--- config.mk ---
export PLATFORM = sky130hd
export DESIGN_NAME = mips_instruction_decoder_flat
export DESIGN_NICKNAME = d
export VERILOG_FILES = /design/src/hw/rtl/mipsdec_pkg.sv /design/src/hw/rtl/mipsdec_if.sv /design/src/hw/rtl/mipsdec_id.sv /design/src/hw/rtl/mips_instruction_decoder.sv /design/src/flat_wrapper.sv
export SDC_FILE = /design/constraint.sdc
export NUM_CORES = 1
export LEC_CHECK = 0
export BUFFER_PORTS_ARGS = -buffer_cell sky130_fd_sc_hd__buf_4
export CAP_MARGIN = 20
export CORE_MARGIN = 2
export CORE_UTILIZATION = 52
export CTS_CLUSTER_SIZE = 14
export DETAILED_ROUTE_END_ITERATION = 12
export PLACE_DENSITY = 0.83
export SLEW_MARGIN = 0
export SYNTH_ARGS = -nofsm -noshare
export SYNTH_HDL_FRONTEND = slang
export SYNTH_SLANG_ARGS = --single-unit
--- constraint.sdc ---
create_clock -name clk -period 2.95 [get_ports clk]
set_input_delay 0.4425 -clock clk [delete_from_list [all_inputs] [get_ports clk]]
set_output_delay 0.4425 -clock clk [all_outputs]
set_load 0.02 [all_outputs]
--- src/hw/rtl/mipsdec_pkg.sv ---
// Shared types, codes and decode tables for the MIPS instruction decoder.
package mipsdec_pkg;

	localparam int unsigned WordW  = 32;
	localparam int unsigned IdW    = 7;
	localparam int unsigned ClassW = 4;
	localparam int unsigned RegW   = 5;
	localparam int unsigned ImmW   = 16;

	typedef logic [WordW-1:0]  word_t;
	typedef logic [IdW-1:0]    id_t;
	typedef logic [ClassW-1:0] class_t;
	typedef logic [RegW-1:0]   reg_t;
	typedef logic [5:0]        opcode_t;

	localparam opcode_t OP_SPECIAL = 6'h00;
	localparam opcode_t OP_REGIMM  = 6'h01;
	localparam opcode_t OP_COP0    = 6'h10;
	localparam reg_t    COP0_MF    = 5'h00;
	localparam reg_t    COP0_MT    = 5'h04;
	localparam word_t   ERET_WORD  = 32'h4200_0018;

	localparam id_t ID_UNKNOWN      = 7'd78;
	localparam id_t ID_BRANCH_FIRST = 7'd6;
	localparam id_t ID_BRANCH_LAST  = 7'd21;
	localparam id_t ID_ERET         = 7'd25;
	localparam id_t ID_J            = 7'd26;
	localparam id_t ID_JAL          = 7'd27;
	localparam id_t ID_MFC0         = 7'd36;
	localparam id_t ID_MTC0         = 7'd39;
	localparam id_t ID_NOP          = 7'd44;
	localparam id_t ID_SLL          = 7'd50;

	localparam class_t CLASS_OF_ID [79] = '{
		4'h0, 4'h3, 4'h3, 4'h0, 4'h0, 4'h3, 4'h5, 4'h5, 4'ha, 4'ha,
		4'ha, 4'ha, 4'ha, 4'ha, 4'ha, 4'ha, 4'ha, 4'ha, 4'ha, 4'ha,
		4'h5, 4'h5, 4'he, 4'hf, 4'hf, 4'he, 4'hb, 4'hb, 4'h6, 4'hc,
		4'h4, 4'h4, 4'h4, 4'h4, 4'h9, 4'h4, 4'h7, 4'hd, 4'hd, 4'h7,
		4'hc, 4'hc, 4'hf, 4'hf, 4'he, 4'h0, 4'h0, 4'h3, 4'h4, 4'h4,
		4'h2, 4'h1, 4'h0, 4'h3, 4'h3, 4'h0, 4'h2, 4'h1, 4'h2, 4'h1,
		4'h0, 4'h0, 4'h4, 4'he, 4'hf, 4'h8, 4'hf, 4'h8, 4'h8, 4'hf,
		4'hf, 4'h8, 4'h8, 4'hf, 4'hf, 4'h8, 4'h0, 4'h3, 4'h0
	};

	function automatic class_t class_of(input id_t id);
		class_t c;
		if (id <= ID_UNKNOWN) begin
			c = CLASS_OF_ID[id];
		end else begin
			c = '0;
		end
		return c;
	endfunction

	function automatic id_t primary_id(input opcode_t op);
		id_t id;
		case (op)
			6'd2: id = 7'd26;
			6'd3: id = 7'd27;
			6'd4: id = 7'd6;
			6'd5: id = 7'd20;
			6'd6: id = 7'd14;
			6'd7: id = 7'd12;
			6'd8: id = 7'd1;
			6'd9: id = 7'd2;
			6'd10: id = 7'd53;
			6'd11: id = 7'd54;
			6'd12: id = 7'd5;
			6'd13: id = 7'd47;
			6'd14: id = 7'd77;
			6'd15: id = 7'd34;
			6'd20: id = 7'd7;
			6'd21: id = 7'd21;
			6'd22: id = 7'd15;
			6'd23: id = 7'd13;
			6'd32: id = 7'd30;
			6'd33: id = 7'd32;
			6'd35: id = 7'd35;
			6'd36: id = 7'd31;
			6'd37: id = 7'd33;
			6'd40: id = 7'd48;
			6'd41: id = 7'd49;
			6'd43: id = 7'd62;
			default: id = ID_UNKNOWN;
		endcase
		return id;
	endfunction

	function automatic id_t funct_id(input logic [5:0] fn);
		id_t id;
		case (fn)
			6'd0: id = 7'd50;
			6'd2: id = 7'd58;
			6'd3: id = 7'd56;
			6'd4: id = 7'd51;
			6'd6: id = 7'd59;
			6'd7: id = 7'd57;
			6'd8: id = 7'd29;
			6'd9: id = 7'd28;
			6'd12: id = 7'd63;
			6'd13: id = 7'd22;
			6'd16: id = 7'd37;
			6'd17: id = 7'd40;
			6'd18: id = 7'd38;
			6'd19: id = 7'd41;
			6'd24: id = 7'd42;
			6'd25: id = 7'd43;
			6'd26: id = 7'd23;
			6'd27: id = 7'd24;
			6'd32: id = 7'd0;
			6'd33: id = 7'd3;
			6'd34: id = 7'd60;
			6'd35: id = 7'd61;
			6'd36: id = 7'd4;
			6'd37: id = 7'd46;
			6'd38: id = 7'd76;
			6'd39: id = 7'd45;
			6'd42: id = 7'd52;
			6'd43: id = 7'd55;
			6'd48: id = 7'd66;
			6'd49: id = 7'd69;
			6'd50: id = 7'd70;
			6'd51: id = 7'd73;
			6'd52: id = 7'd64;
			6'd54: id = 7'd74;
			default: id = ID_UNKNOWN;
		endcase
		return id;
	endfunction

	function automatic id_t regimm_id(input reg_t rt);
		id_t id;
		case (rt)
			5'd0: id = 7'd16;
			5'd1: id = 7'd8;
			5'd2: id = 7'd19;
			5'd3: id = 7'd11;
			5'd8: id = 7'd67;
			5'd9: id = 7'd68;
			5'd10: id = 7'd71;
			5'd11: id = 7'd72;
			5'd12: id = 7'd65;
			5'd14: id = 7'd75;
			5'd16: id = 7'd17;
			5'd17: id = 7'd9;
			5'd18: id = 7'd18;
			5'd19: id = 7'd10;
			default: id = ID_UNKNOWN;
		endcase
		return id;
	endfunction

endpackage

--- src/hw/rtl/mipsdec_if.sv ---
// Valid/ready channel interfaces for instruction words in and decoded results out.
interface mipsdec_in_if;
	logic        valid;
	logic        ready;
	logic [31:0] instruction_word;
	logic [31:0] pc;

	modport source (output valid, output instruction_word, output pc, input ready);
	modport sink (input valid, input instruction_word, input pc, output ready);
endinterface

interface mipsdec_out_if;
	logic               valid;
	logic               ready;
	logic [6:0]         instruction_id;
	logic [3:0]         operand_class;
	logic [4:0]         reg_s;
	logic [4:0]         reg_t;
	logic [4:0]         reg_d;
	logic [4:0]         shift_amount;
	logic signed [15:0] imm_signed;
	logic [31:0]        flow_target;

	modport source (
		output valid, output instruction_id, output operand_class, output reg_s,
		output reg_t, output reg_d, output shift_amount, output imm_signed,
		output flow_target, input ready
	);
	modport sink (
		input valid, input instruction_id, input operand_class, input reg_s,
		input reg_t, input reg_d, input shift_amount, input imm_signed,
		input flow_target, output ready
	);
endinterface

--- src/hw/rtl/mipsdec_id.sv ---
// Instruction id lookup through the opcode, funct, REGIMM and COP0 tables.
module mipsdec_id (
	input  mipsdec_pkg::word_t word,
	output mipsdec_pkg::id_t   id
);
	import mipsdec_pkg::*;

	opcode_t op;
	reg_t    rs;
	id_t     raw_id;

	assign op = word[31:26];
	assign rs = word[25:21];

	always_comb begin
		case (op)
			OP_SPECIAL: raw_id = funct_id(word[5:0]);
			OP_REGIMM: raw_id = regimm_id(word[20:16]);
			OP_COP0: begin
				if (word == ERET_WORD) begin
					raw_id = ID_ERET;
				end else if (rs == COP0_MF) begin
					raw_id = ID_MFC0;
				end else if (rs == COP0_MT) begin
					raw_id = ID_MTC0;
				end else begin
					raw_id = ID_UNKNOWN;
				end
			end
			default: raw_id = primary_id(op);
		endcase
	end

	assign id = (raw_id == ID_SLL && word == '0) ? ID_NOP : raw_id;
endmodule

--- src/hw/rtl/mips_instruction_decoder.sv ---
// MIPS32 instruction decoder top level: a three-stage valid/ready pipeline.
// One instruction word and its address enter per beat and every beat yields exactly one
// decoded result. The pipeline has three register stages (input capture, table lookup with
// pc + 4, then format class and branch or jump target). An accepted beat passes through
// the input, middle and output registers in that order. A new beat can be taken in every
// cycle while the output is being drained. Each stage holds its contents while the stage
// after it is full and stalled, so once every stage is full, backpressure on the result
// side stops the input within the same cycle without losing or repeating a beat. The flow
// target is pc + 4 plus the scaled immediate for conditional branches, the region of pc + 4
// joined with the scaled index for J and JAL, and zero otherwise.
module mips_instruction_decoder (
	input  logic          clk,
	input  logic          arst_n,
	mipsdec_in_if.sink    request,
	mipsdec_out_if.source result
);
	import mipsdec_pkg::*;

	logic  en_s1, en_s2, en_s3;
	logic  v_s1, v_s2, v_s3;
	word_t word_s1, pc_s1;
	word_t word_s2, next_s2;
	id_t   id_s2, id_dec;
	id_t   id_s3;
	class_t class_s3;
	word_t word_s3, target_s3;
	word_t target_d;
	logic  is_branch, is_jump;

	assign en_s3 = !v_s3 || result.ready;
	assign en_s2 = !v_s2 || en_s3;
	assign en_s1 = !v_s1 || en_s2;
	assign request.ready = en_s1;

	always_ff @(posedge clk or negedge arst_n) begin
		if (!arst_n) begin
			v_s1 <= 1'b0;
			v_s2 <= 1'b0;
			v_s3 <= 1'b0;
		end else begin
			if (en_s1) begin
				v_s1 <= request.valid;
			end
			if (en_s2) begin
				v_s2 <= v_s1;
			end
			if (en_s3) begin
				v_s3 <= v_s2;
			end
		end
	end

	always_ff @(posedge clk) begin
		if (en_s1 && request.valid) begin
			word_s1 <= request.instruction_word;
			pc_s1   <= request.pc;
		end
	end

	mipsdec_id u_id (
		.word (word_s1),
		.id   (id_dec)
	);

	always_ff @(posedge clk) begin
		if (en_s2 && v_s1) begin
			word_s2 <= word_s1;
			id_s2   <= id_dec;
			next_s2 <= pc_s1 + 32'd4;
		end
	end

	assign is_branch = (id_s2 >= ID_BRANCH_FIRST) && (id_s2 <= ID_BRANCH_LAST);
	assign is_jump   = (id_s2 == ID_J) || (id_s2 == ID_JAL);

	always_comb begin
		if (is_branch) begin
			target_d = next_s2 + {{14{word_s2[15]}}, word_s2[15:0], 2'b00};
		end else if (is_jump) begin
			target_d = {next_s2[31:28], word_s2[25:0], 2'b00};
		end else begin
			target_d = '0;
		end
	end

	always_ff @(posedge clk) begin
		if (en_s3 && v_s2) begin
			word_s3   <= word_s2;
			id_s3     <= id_s2;
			class_s3  <= class_of(id_s2);
			target_s3 <= target_d;
		end
	end

	assign result.valid          = v_s3;
	assign result.instruction_id = id_s3;
	assign result.operand_class  = class_s3;
	assign result.reg_s          = word_s3[25:21];
	assign result.reg_t          = word_s3[20:16];
	assign result.reg_d          = word_s3[15:11];
	assign result.shift_amount   = word_s3[10:6];
	assign result.imm_signed     = $signed(word_s3[15:0]);
	assign result.flow_target    = target_s3;

`ifndef SYNTHESIS
	a_unknown_class: assert property (@(posedge clk) disable iff (!arst_n)
		v_s3 && id_s3 == ID_UNKNOWN |-> class_s3 == '0)
		else $error("Unknown instruction carries a nonzero class.");

	a_target_only_flow: assert property (@(posedge clk) disable iff (!arst_n)
		v_s3 && target_s3 != '0 |->
			(id_s3 >= ID_BRANCH_FIRST && id_s3 <= ID_BRANCH_LAST) ||
			id_s3 == ID_J || id_s3 == ID_JAL)
		else $error("Flow target set for an instruction that is not a branch or jump.");

	a_nop_zero: assert property (@(posedge clk) disable iff (!arst_n)
		v_s3 && id_s3 == ID_NOP |-> word_s3 == '0)
		else $error("NOP decoded from a nonzero word.");

	a_s2_held: assert property (@(posedge clk) disable iff (!arst_n)
		v_s2 && !en_s3 |=> v_s2 && $stable(id_s2) && $stable(word_s2))
		else $error("Middle stage changed while the output stage was stalled.");

	a_s1_held: assert property (@(posedge clk) disable iff (!arst_n)
		v_s1 && !en_s2 |=> v_s1 && $stable(word_s1) && $stable(pc_s1))
		else $error("Input stage changed while the middle stage was stalled.");
`endif
endmodule

--- src/flat_wrapper.sv ---
// flat-port wrapper written by rule: the top's interface ports become plain ports
module mips_instruction_decoder_flat import mipsdec_pkg::*;
  (clk, arst_n, request_valid, request_instruction_word, request_pc, request_ready, result_valid, result_instruction_id, result_operand_class, result_reg_s, result_reg_t, result_reg_d, result_shift_amount, result_imm_signed, result_flow_target, result_ready);
  mipsdec_in_if request_i ();
  mipsdec_out_if result_i ();
  input  logic clk;
  input  logic arst_n;
  input wire logic [$bits(request_i.valid)-1:0] request_valid;
  input wire logic [$bits(request_i.instruction_word)-1:0] request_instruction_word;
  input wire logic [$bits(request_i.pc)-1:0] request_pc;
  output wire logic [$bits(request_i.ready)-1:0] request_ready;
  output wire logic [$bits(result_i.valid)-1:0] result_valid;
  output wire logic [$bits(result_i.instruction_id)-1:0] result_instruction_id;
  output wire logic [$bits(result_i.operand_class)-1:0] result_operand_class;
  output wire logic [$bits(result_i.reg_s)-1:0] result_reg_s;
  output wire logic [$bits(result_i.reg_t)-1:0] result_reg_t;
  output wire logic [$bits(result_i.reg_d)-1:0] result_reg_d;
  output wire logic [$bits(result_i.shift_amount)-1:0] result_shift_amount;
  output wire logic [$bits(result_i.imm_signed)-1:0] result_imm_signed;
  output wire logic [$bits(result_i.flow_target)-1:0] result_flow_target;
  input wire logic [$bits(result_i.ready)-1:0] result_ready;
  assign request_i.valid = request_valid;
  assign request_i.instruction_word = request_instruction_word;
  assign request_i.pc = request_pc;
  assign request_ready = request_i.ready;
  assign result_valid = result_i.valid;
  assign result_instruction_id = result_i.instruction_id;
  assign result_operand_class = result_i.operand_class;
  assign result_reg_s = result_i.reg_s;
  assign result_reg_t = result_i.reg_t;
  assign result_reg_d = result_i.reg_d;
  assign result_shift_amount = result_i.shift_amount;
  assign result_imm_signed = result_i.imm_signed;
  assign result_flow_target = result_i.flow_target;
  assign result_i.ready = result_ready;
  mips_instruction_decoder u_core (.clk(clk), .arst_n(arst_n), .request(request_i), .result(result_i));
endmodule
==> key figures <==
Status
  • Status: finished with violations
  • Violated checks: negative setup slack

STA
  • Worst Setup Slack, final: -55.00 ps
  • Clock period minus worst slack: 3005 ps
  • Final number of setup-violating endpoints: 2
  • RSZ-0062 raised after global routing: yes
  • Fmax: 332.8 MHz
  • Fin crit share: 101.9%
  • Worst Tran Pin Value: 706.7 ps
  • Slew Viols, Final: 0
  • Max transition margin: 52.89%
  • Layout Skew: 9.251 ps
  • Number of hold violations in the final report: 0

Worst setup path
  • Worst R2R Start: u_core.word_s2[0]$_DFFE_PP_
  • Worst r2r path cells: 12
  • Worst Setup Path Type: reg2reg
  • Endpoint of the most critical setup path: u_core.result.flow_target[26]$_DFFE_PP_
  • Startpoint type of the worst setup path: flop
  • End of the worst register-to-register path: u_core.result.flow_target[26]$_DFFE_PP_
  • Required time of the critical path: 3210 ps
  • Critical Path Start: u_core.word_s2[0]$_DFFE_PP_
  • Largest driver fanout on the critical path: 2
  • Arr. time, crit path: 3260 ps
  • Type of destination of the critical path: flop
  • Internal reg-to-reg setup slack: -60 ps

Die
  • Die X-Extent: 148.2 um
  • Floorplan die height: 148.2 um
  • Number of primary I/O pins: 149
  • Row count: 52
  • Area inside the core boundary: 20300 um^2
  • Initial Util: 53.26%
  • Full die area: 21960 um^2

Final layout
  • Area delta synth->final: 27.26%
  • Finished layout cell area: 13760 um^2
  • Area of the multi-input gates: 4407 um^2
  • Number of nets at the end of the flow: 1204
  • Fraction of final layout cells with drive strength greater than 1: 27.92%
  • Fill count: 1430
  • Register Area: 6421 um^2
  • Diodes inserted: 0

Logic synthesis
  • Sequential-to-total area share from yosys stat: 59.39%
  • Syn. warnings: 0
  • Register bit count reported by yosys: 221
  • Synthesized instance count: 875
  • Area of the mapped netlist: 10810 um^2
  • Count of flip-flops with a built-in enable after synthesis: 198
  • Proportion of synthesized flip-flops having asynchronous set or reset: 1.357%
  • Primary flip-flop cell chosen by synthesis mapping: edfxtp_1
  • Total nets after synthesis: 992
  • Mean cell area of the mapped netlist: 12.36 um^2
  • Number of library cell types mapped by synthesis: 66

Clocking
  • Cell at the root of the clock tree: clkbuf_16
  • Bufs on Longest Clock Path: 3
  • Clock latency on the worst-skew pair: 500 ps
  • Clock transition time at the flip-flop clock pins of the worst setup and hold paths: 60 ps
  • Clock tree from TritonCTS: built
  • H-tree depth reported by CTS: 1
  • Total clock sinks: 221
  • Clock buffers created by TritonCTS: 23

GRT
  • Number of antenna violations at the first check in global routing: 0
  • Global-route wire length before repair: 39520 um
  • Largest net degree at the start of global routing: 70
  • Vias in the first global route: 7685
  • Global-route congestion overflow total: 0
  • All-layer global routing usage: 22.51%

Route
  • First-pass iteration count of the detailed router: 7
  • Via count normalized by instance count: 5.905
  • Post-route DRC violation count: 0
  • Routed length per instance: 19.34 um
  • Count of vias placed by the detailed router: 8107
  • Iter 0 DRT Violations: 778
  • Overall routed net length: 26550 um
  • Number of nets with antenna violations after routing: 0

Power and ir drop
  • Power density normalized to cell area: 660.2 nW/um^2
  • Max rail drop VDD: 0.0004149 V
  • Static Leak: 5.285 nW

Placed design
  • Placement-stage worst setup slack: -244.9 ps
  • Final GP Congestion: 0.9057
  • Placed Area: 12550 um^2
  • Buffers on Ports: 148
  • DP HPWL: 17780 um

Min path
  • Hold Path Stages: 1
  • Worst min-delay path class: in2reg

Job
  • Maxcap violations: 0
[stage by stage]
stage                     util [%]  TNS (ps)  hold slack [ps]  instances  power [mW]
final                        67.78    -73.91            111.9       1373       9.084
after global routing         67.78    -726.6            98.38       1373       9.417
after CTS                    66.30         0            97.14       1364       8.960
after detailed placement     61.83     -1206            234.7       1316       5.865
after global placement       61.83    -589.4            232.2       1316       5.812
after floorplan                  -    -63.25            146.9        875       5.198
[Yosys cell counts, drive strengths merged (10+ instances only)]
library cell	instances	area [um^2]
edfxtp	198	5946
nand2	63	236.5
nor2	61	229.0
a21oi	56	280.3
o21ai	53	265.3
ha	48	600.6
xnor2	36	315.3
a22o	26	227.7
nand3	24	120.1
mux2i	23	230.2
inv	22	82.58
dfxtp	20	400.4
xor2	18	157.7
buf	16	113.8
clkbuf	16	80.08
nor3	16	91.34
o211ai	14	105.1
nand2b	13	81.33
nor4	11	75.07
mux2	10	112.6
[cells by family after synthesis]
family	synth area share, %
flip-flops	59.39
buffers and inverters	2.558
adder cells (fa/ha/maj)	5.740
AO/OA/AOI/OAI	14.00
XOR/XNOR	4.374
multiplexers	3.171
AND/OR/NAND/NOR	10.76
[layer usage]
layer	track usage, %	share of wire, %	up-vias	routed length (um)
met5	0	0	-	0
met4	9.048	4.0	0	1054
met3	2.454	7.0	70	1857
met2	39.33	51	407	13420
met1	28.88	39	3853	10220
li1	-	-	3777	-
[how the worst min path moves through the flow]
stage	start	endpoint
after detailed placement	arst_n	u_core.result.valid$_DFFE_PN0P_
final	request_pc[27]	u_core.pc_s1[27]$_DFFE_PN_
after floorplan	arst_n	u_core.result.valid$_DFFE_PN0P_
after global placement	arst_n	u_core.result.valid$_DFFE_PN0P_
after global routing	request_pc[27]	u_core.pc_s1[27]$_DFFE_PN_
after CTS	request_pc[27]	u_core.pc_s1[27]$_DFFE_PN_
[power by group]
group / internal [mW] / switching [mW] / total (mW) / leakage (nW)
clock network: 1.90 / 1.16 / 3.07 / 0.396
logic: 0.888 / 1.10 / 1.99 / 2.77
registers: 3.81 / 0.221 / 4.03 / 2.12
total: 6.60 / 2.48 / 9.08 / 5.28
[area by class of cell]
type                       count  area share [%]
sequential                   221           46.67
multi-input combinational    600           32.03
clock buffer                  30           4.747
timing repair buffer         219           12.36
tap                          270           2.455
clock inverter                11           1.118
inverter                      22          0.6274
[cells in the final DEF (no fill, tap or decap), types with 10 or more instances in the layout]
master       n
xor2_1      18
nor3_1      13
mux2i_1     23
nand3_1     24
clkbuf_16   24
xnor2_1     36
ha_1        34
mux2_2      10
nor2_1      60
o211ai_1    14
dfxtp_1     20
buf_4      213
a22o_1      26
inv_1       21
a21oi_1     52
nand2_1     63
nand2b_1    13
o21ai_0     48
ha_4        13
edfxtp_1   198
[critical path, cell delays in order (launching register included)]
cell and delay [ps]:
edfxtp_1 400, ha_2 200, fa_2 390, a21oi_4 170
o21ai_2 90, a21oi_2 230, a221oi_2 120, o41ai_2 220
buf_4 170, a21o_1 130, a21boi_1 70, or3_1 310
a32o_1 250
[state kept, by name, summed over array words and instances, names as in the netlist, named ones only]
signal,flops
u_core.word_s1,32
u_core.word_s3,26
u_core.next_s2,32
u_core.result.instruction_id,7
u_core.result.operand_class,4
u_core.id_s2,7
u_core.result.valid,1
u_core.result.flow_target,32
u_core.pc_s1,32
u_core.v_s2,1
u_core.v_s1,1
u_core.word_s2,26
[what timing repair did]
action / CTS / global route
pin swaps: 3 / 18
hold buffers: 1 / 0
setup endpoints to repair: 12 / 13
setup buffers: 6 / 9
endpoints found under the hold margin: 3 / 0
gates resized for setup: 9 / 40
Note: power is estimated with default switching activity, not from simulation.
